==> config.mk <==
export PLATFORM = sky130hd
export DESIGN_NAME = flpw_walk_unit
export DESIGN_NICKNAME = d
export VERILOG_FILES = /design/src/rtl/flpw_pkg.sv /design/src/rtl/flpw_walk_unit.sv
export SDC_FILE = /design/constraint.sdc
export NUM_CORES = 1
export LEC_CHECK = 0
export BUFFER_PORTS_ARGS = -buffer_cell sky130_fd_sc_hd__buf_4
export CORE_AREA = 5 5 75 77
export DETAILED_ROUTE_END_ITERATION = 6
export DIE_AREA = 0 0 80 82
export PLACE_DENSITY_LB_ADDON = 0.2
export RECOVER_POWER = 50
export SLEW_MARGIN = 20
export SYNTH_ARGS = -nofsm -noshare
export SYNTH_HDL_FRONTEND = slang
export SYNTH_SLANG_ARGS = --single-unit
==> constraint.sdc <==
create_clock -name vclk -period 2.85
set_clock_uncertainty 0.15 [all_clocks]
set_input_delay 0.57 -clock vclk [all_inputs]
set_output_delay 0.57 -clock vclk [all_outputs]
set_load 0.01 [all_outputs]
==> src/rtl/flpw_pkg.sv <==
package flpw_pkg;

  localparam int unsigned NUM_FRAMES        = 64;
  localparam int unsigned ENTRIES_PER_TABLE = 512;
  localparam int unsigned STORE_WORDS       = NUM_FRAMES * ENTRIES_PER_TABLE;

  localparam int unsigned IDX_W   = $clog2(ENTRIES_PER_TABLE);
  localparam int unsigned FRAME_W = $clog2(NUM_FRAMES);
  localparam int unsigned ADDR_W  = FRAME_W + IDX_W;

  localparam int unsigned ENTRY_W = 64;
  localparam int unsigned OFS_W   = 12;
  localparam int unsigned PFN_W   = ENTRY_W - OFS_W;
  localparam int unsigned VA_W    = 48;
  localparam int unsigned SLOT_W  = 15;
  localparam int unsigned OP_W    = 2;
  localparam int unsigned ROOT_W  = 6;
  localparam int unsigned LVL_W   = 2;

  localparam logic [LVL_W-1:0] LVL_TOP  = 2'd0;
  localparam logic [LVL_W-1:0] LVL_LEAF = 2'd3;

  // Entry attribute bits
  localparam int unsigned BIT_PRESENT = 0;
  localparam int unsigned BIT_WRITE   = 1;
  localparam int unsigned BIT_USER    = 2;

  typedef enum logic [OP_W-1:0] {
    OP_WRITE     = 2'd0,
    OP_TRANSLATE = 2'd1,
    OP_CHECK     = 2'd2
  } op_e;

  // Outcome of examining one fetched table entry
  typedef struct packed {
    logic                fail;
    logic                done;
    logic                ok;
    logic [ENTRY_W-1:0]  phys;
    logic [ADDR_W-1:0]   next_addr;
  } step_t;

  function automatic logic [IDX_W-1:0] va_index(logic [VA_W-1:0] va, logic [LVL_W-1:0] lvl);
    logic [IDX_W-1:0] idx;
    case (lvl)
      2'd0:    idx = va[47:39];
      2'd1:    idx = va[38:30];
      2'd2:    idx = va[29:21];
      default: idx = va[20:12];
    endcase
    return idx;
  endfunction

  function automatic logic frame_in_range(logic [PFN_W-1:0] pfn);
    return pfn < PFN_W'(NUM_FRAMES);
  endfunction

  function automatic logic [ADDR_W-1:0] make_addr(logic [PFN_W-1:0] pfn, logic [IDX_W-1:0] idx);
    return {pfn[FRAME_W-1:0], idx};
  endfunction

endpackage

==> src/rtl/flpw_walk_unit.sv <==
module flpw_walk_unit (
  input  logic [flpw_pkg::ENTRY_W-1:0] entry_i,
  input  logic [flpw_pkg::LVL_W-1:0]   lvl_i,
  input  logic [flpw_pkg::VA_W-1:0]    va_i,
  input  logic                         is_check_i,
  input  logic                         need_write_i,
  output flpw_pkg::step_t              step_o
);
  import flpw_pkg::*;

  logic              pass;
  logic              last;
  logic [PFN_W-1:0]  pfn;
  logic [LVL_W-1:0]  lvl_next;

  assign pfn      = entry_i[ENTRY_W-1:OFS_W];
  assign last     = lvl_i == LVL_LEAF;
  assign lvl_next = lvl_i + 2'd1;
  // present always required, user only on an access check
  assign pass     = entry_i[BIT_PRESENT] && (!is_check_i || entry_i[BIT_USER]);

  always_comb begin
    step_o.fail      = !pass || (!last && !frame_in_range(pfn));
    step_o.done      = step_o.fail || last;
    step_o.ok        = pass && last && (!is_check_i || !need_write_i || entry_i[BIT_WRITE]);
    step_o.phys      = (pass && last && !is_check_i) ? {pfn, va_i[OFS_W-1:0]} : '0;
    step_o.next_addr = make_addr(pfn, va_index(va_i, lvl_next));
  end

endmodule

==> run_summary.xml <==
<?xml version="1.0" encoding="UTF-8"?>
<metrics>
  <group name="status">
    <metric name="status" unit="">completed</metric>
  </group>
  <group name="die">
    <metric name="boundaryPins" unit="">198</metric>
    <metric name="die_width" unit="µm">80</metric>
    <metric name="core_region_area" unit="mm²">0.00494</metric>
    <metric name="full_die_area" unit="mm²">0.00656</metric>
    <metric name="floorplan.initialDensity" unit="%">19.5</metric>
    <metric name="core.rowCount" unit="">26</metric>
    <metric name="die_h" unit="µm">82</metric>
  </group>
  <group name="finish">
    <metric name="areaGrowthSynthToFinish" unit="%">140</metric>
    <metric name="num_antenna_cells" unit="">0</metric>
    <metric name="clockBufferCount" unit="">0</metric>
    <metric name="final-seq-area" unit="µm²">0</metric>
    <metric name="n_sequential_cell" unit="">0</metric>
    <metric name="drive_above_1_share" unit="%">77.6</metric>
    <metric name="fin_area" unit="mm²">0.00231</metric>
    <metric name="nets" unit="">408</metric>
  </group>
  <group name="route">
    <metric name="wl_met3" unit="µm">722</metric>
    <metric name="routed.top_layer" unit="">met3</metric>
    <metric name="initial_detailed_routing_violation_count" unit="">22</metric>
    <metric name="antenna_left" unit="">0</metric>
    <metric name="drt-pass1-iter-count" unit="">4</metric>
    <metric name="met2_wirelength" unit="µm">2660</metric>
    <metric name="routedLengthMet1" unit="µm">1580</metric>
    <metric name="routed_wire_length_per_instance" unit="µm">13.8</metric>
    <metric name="route.vias.total" unit="">1511</metric>
    <metric name="detail_route.vias_per_cell" unit="">4.20</metric>
    <metric name="drt_wl_total" unit="µm">4960</metric>
    <metric name="drt_drc_violations_left" unit="">0</metric>
  </group>
  <group name="placement">
    <metric name="place_hpwl" unit="µm">4480</metric>
    <metric name="routability_congestion_estimate" unit="">0.759</metric>
    <metric name="port_buffers" unit="">189</metric>
    <metric name="placedInstanceArea" unit="mm²">0.00240</metric>
  </group>
  <group name="timing">
    <metric name="slew_viols_final" unit="">0</metric>
    <metric name="layout_worst_path_cycle_share" unit="%">93.6</metric>
    <metric name="min_clock_period_post_route" unit="ns">2.67</metric>
    <metric name="grt_setup_unrepaired" unit="">no</metric>
    <metric name="clock.fmax" unit="MHz">375</metric>
    <metric name="max-slew-margin-rel" unit="%">63.0</metric>
    <metric name="max_slew.worst_pin.slew" unit="ns">0.555</metric>
    <metric name="timing.final.setup_violations" unit="">0</metric>
    <metric name="final-hold-violation-count" unit="">0</metric>
    <metric name="fin_setup_tns" unit="ns">0</metric>
  </group>
  <group name="grt">
    <metric name="grt-ovfl-total" unit="">0</metric>
    <metric name="largest_net_degree_at_the_start_of_global_routing" unit="">65</metric>
    <metric name="grtUsageTotal" unit="%">12.5</metric>
    <metric name="antenna_found_initial" unit="">0</metric>
    <metric name="grt_first_pass_wirelength" unit="µm">6670</metric>
    <metric name="first_global_vias" unit="">1445</metric>
  </group>
  <group name="hold_path">
    <metric name="min-delay-start" unit="">entry_i[16]</metric>
    <metric name="hold_depth" unit="">2</metric>
    <metric name="worst_hold_path_type" unit="">input pin to primary output</metric>
    <metric name="whs_endpoint" unit="">step_o[13]</metric>
  </group>
  <group name="synth">
    <metric name="synthesis.nets" unit="">230</metric>
    <metric name="mappedNetlistArea" unit="µm²">963</metric>
    <metric name="synthesis.instances" unit="">114</metric>
    <metric name="synth_area_per_cell" unit="µm²">8.45</metric>
    <metric name="synth_seq_area_share" unit="%">0</metric>
    <metric name="ys_warn_count" unit="">0</metric>
    <metric name="post_synth_num_cell_types" unit="">16</metric>
  </group>
  <group name="power">
    <metric name="leakagePower" unit="nW">1.23</metric>
    <metric name="powerDensity" unit="mW/mm²">98.4</metric>
    <metric name="design_power_total" unit="mW">0.228</metric>
    <metric name="vdd_ir_max" unit="V">0.0000636</metric>
  </group>
  <group name="critical_path">
    <metric name="crit_path_start_kind" unit="">input pin</metric>
    <metric name="cp_data_required_time" unit="ns">2.13</metric>
    <metric name="setup.worst_path.end_class" unit="">primary output</metric>
    <metric name="worst-endpoint-arrival" unit="ns">1.95</metric>
    <metric name="worstPathMaxFanout" unit="">64</metric>
    <metric name="timing.setup.critical_path_class" unit="">input pin to primary output</metric>
  </group>
  <group name="run">
    <metric name="drv.max_cap_violation_count" unit="">0</metric>
  </group>
  <group name="cts">
    <metric name="postCtsSetupBuffers" unit="">0</metric>
    <metric name="cts.repair.resized" unit="">0</metric>
    <metric name="holdBufCountCts" unit="">0</metric>
  </group>
</metrics>
==> worst max path at each step <==
stage / cells after the start / to / startpoint / slack [ns]
detailed placement: 6 / step_o[80] / entry_i[43] / 0.24
global placement: 6 / step_o[80] / entry_i[43] / 0.26
global route: 6 / step_o[17] / lvl_i[0] / 0.05
CTS: 6 / step_o[80] / entry_i[43] / 0.24
finish: 6 / step_o[58] / lvl_i[0] / 0.18
floorplan: 5 / step_o[18] / lvl_i[0] / 0.66
==> layout by cell type, fill, tap and decap left out, types with 2 or more instances in the layout <==
cell type	count
sky130_fd_sc_hd__nand4_1	2
sky130_fd_sc_hd__and2_1	9
sky130_fd_sc_hd__clkbuf_1	20
sky130_fd_sc_hd__mux4_1	9
sky130_fd_sc_hd__nor2_1	4
sky130_fd_sc_hd__and2_0	2
sky130_fd_sc_hd__nand2_1	3
sky130_fd_sc_hd__and2_2	53
sky130_fd_sc_hd__nor4_1	12
sky130_fd_sc_hd__buf_4	169
==> report_power, final <==
part | internal, mW | leakage, nW | switching, mW
Clock | 0 | 0 | 0
Sequential | 0 | 0 | 0
Combinational | 0.151 | 1.23 | 0.0770
Total | 0.151 | 1.23 | 0.0770
==> metrics by stage <==
step                      worst slack [ns]  hold WS, ns  util [%]  cells
after floorplan                      0.662         1.08         -    114
after global placement               0.256         1.18      48.5    360
after detailed placement             0.241         1.18      48.5    360
after CTS                            0.241         1.18      48.5    360
after global routing                0.0531         1.22      46.8    360
final                                0.184         1.21      46.8    360
==> kinds of logic after synthesis <==
logic type	Yosys count	synth area share, %
and+or+nand+nor	88	63.9
buffers and inverters	15	10.1
muxes	9	24.5
AOI/OAI and AO/OA	2	1.43
==> worst max-delay path: stages <==
cell and delay, ns:
sky130_fd_sc_hd__clkbuf_1 0.42, sky130_fd_sc_hd__nand2_4 0.11, sky130_fd_sc_hd__nor3b_2 0.27, sky130_fd_sc_hd__buf_12 0.25
sky130_fd_sc_hd__and2_2 0.17, sky130_fd_sc_hd__clkbuf_1 0.15
==> cell type report <==
type	count	area (µm²)
inverters	1	3.75
multi-input cells	99	860
repair buffers	190	1360
well taps	70	87.6
fillers	530	2630
==> synth_stat cells, types with 2 or more instances <==
master	number	area [µm²]
sky130_fd_sc_hd__buf_4	7	52.6
sky130_fd_sc_hd__nand4_1	2	12.5
sky130_fd_sc_hd__clkbuf_2	6	30.0
sky130_fd_sc_hd__nand2_1	3	11.3
sky130_fd_sc_hd__and2_1	11	68.8
sky130_fd_sc_hd__nor4_1	12	75.1
sky130_fd_sc_hd__mux4_1	9	236
sky130_fd_sc_hd__and2_2	53	398
sky130_fd_sc_hd__nor2_1	4	15.0
==> layer usage <==
layer  vias to the layer above  global-route usage (%)
li1                        753                       -
met1                       660                    12.3
met3                         0                    5.04
met4                         0                       0
met5                         -                       0
met2                        98                    25.7
Power figures use the tool's default switching activity.
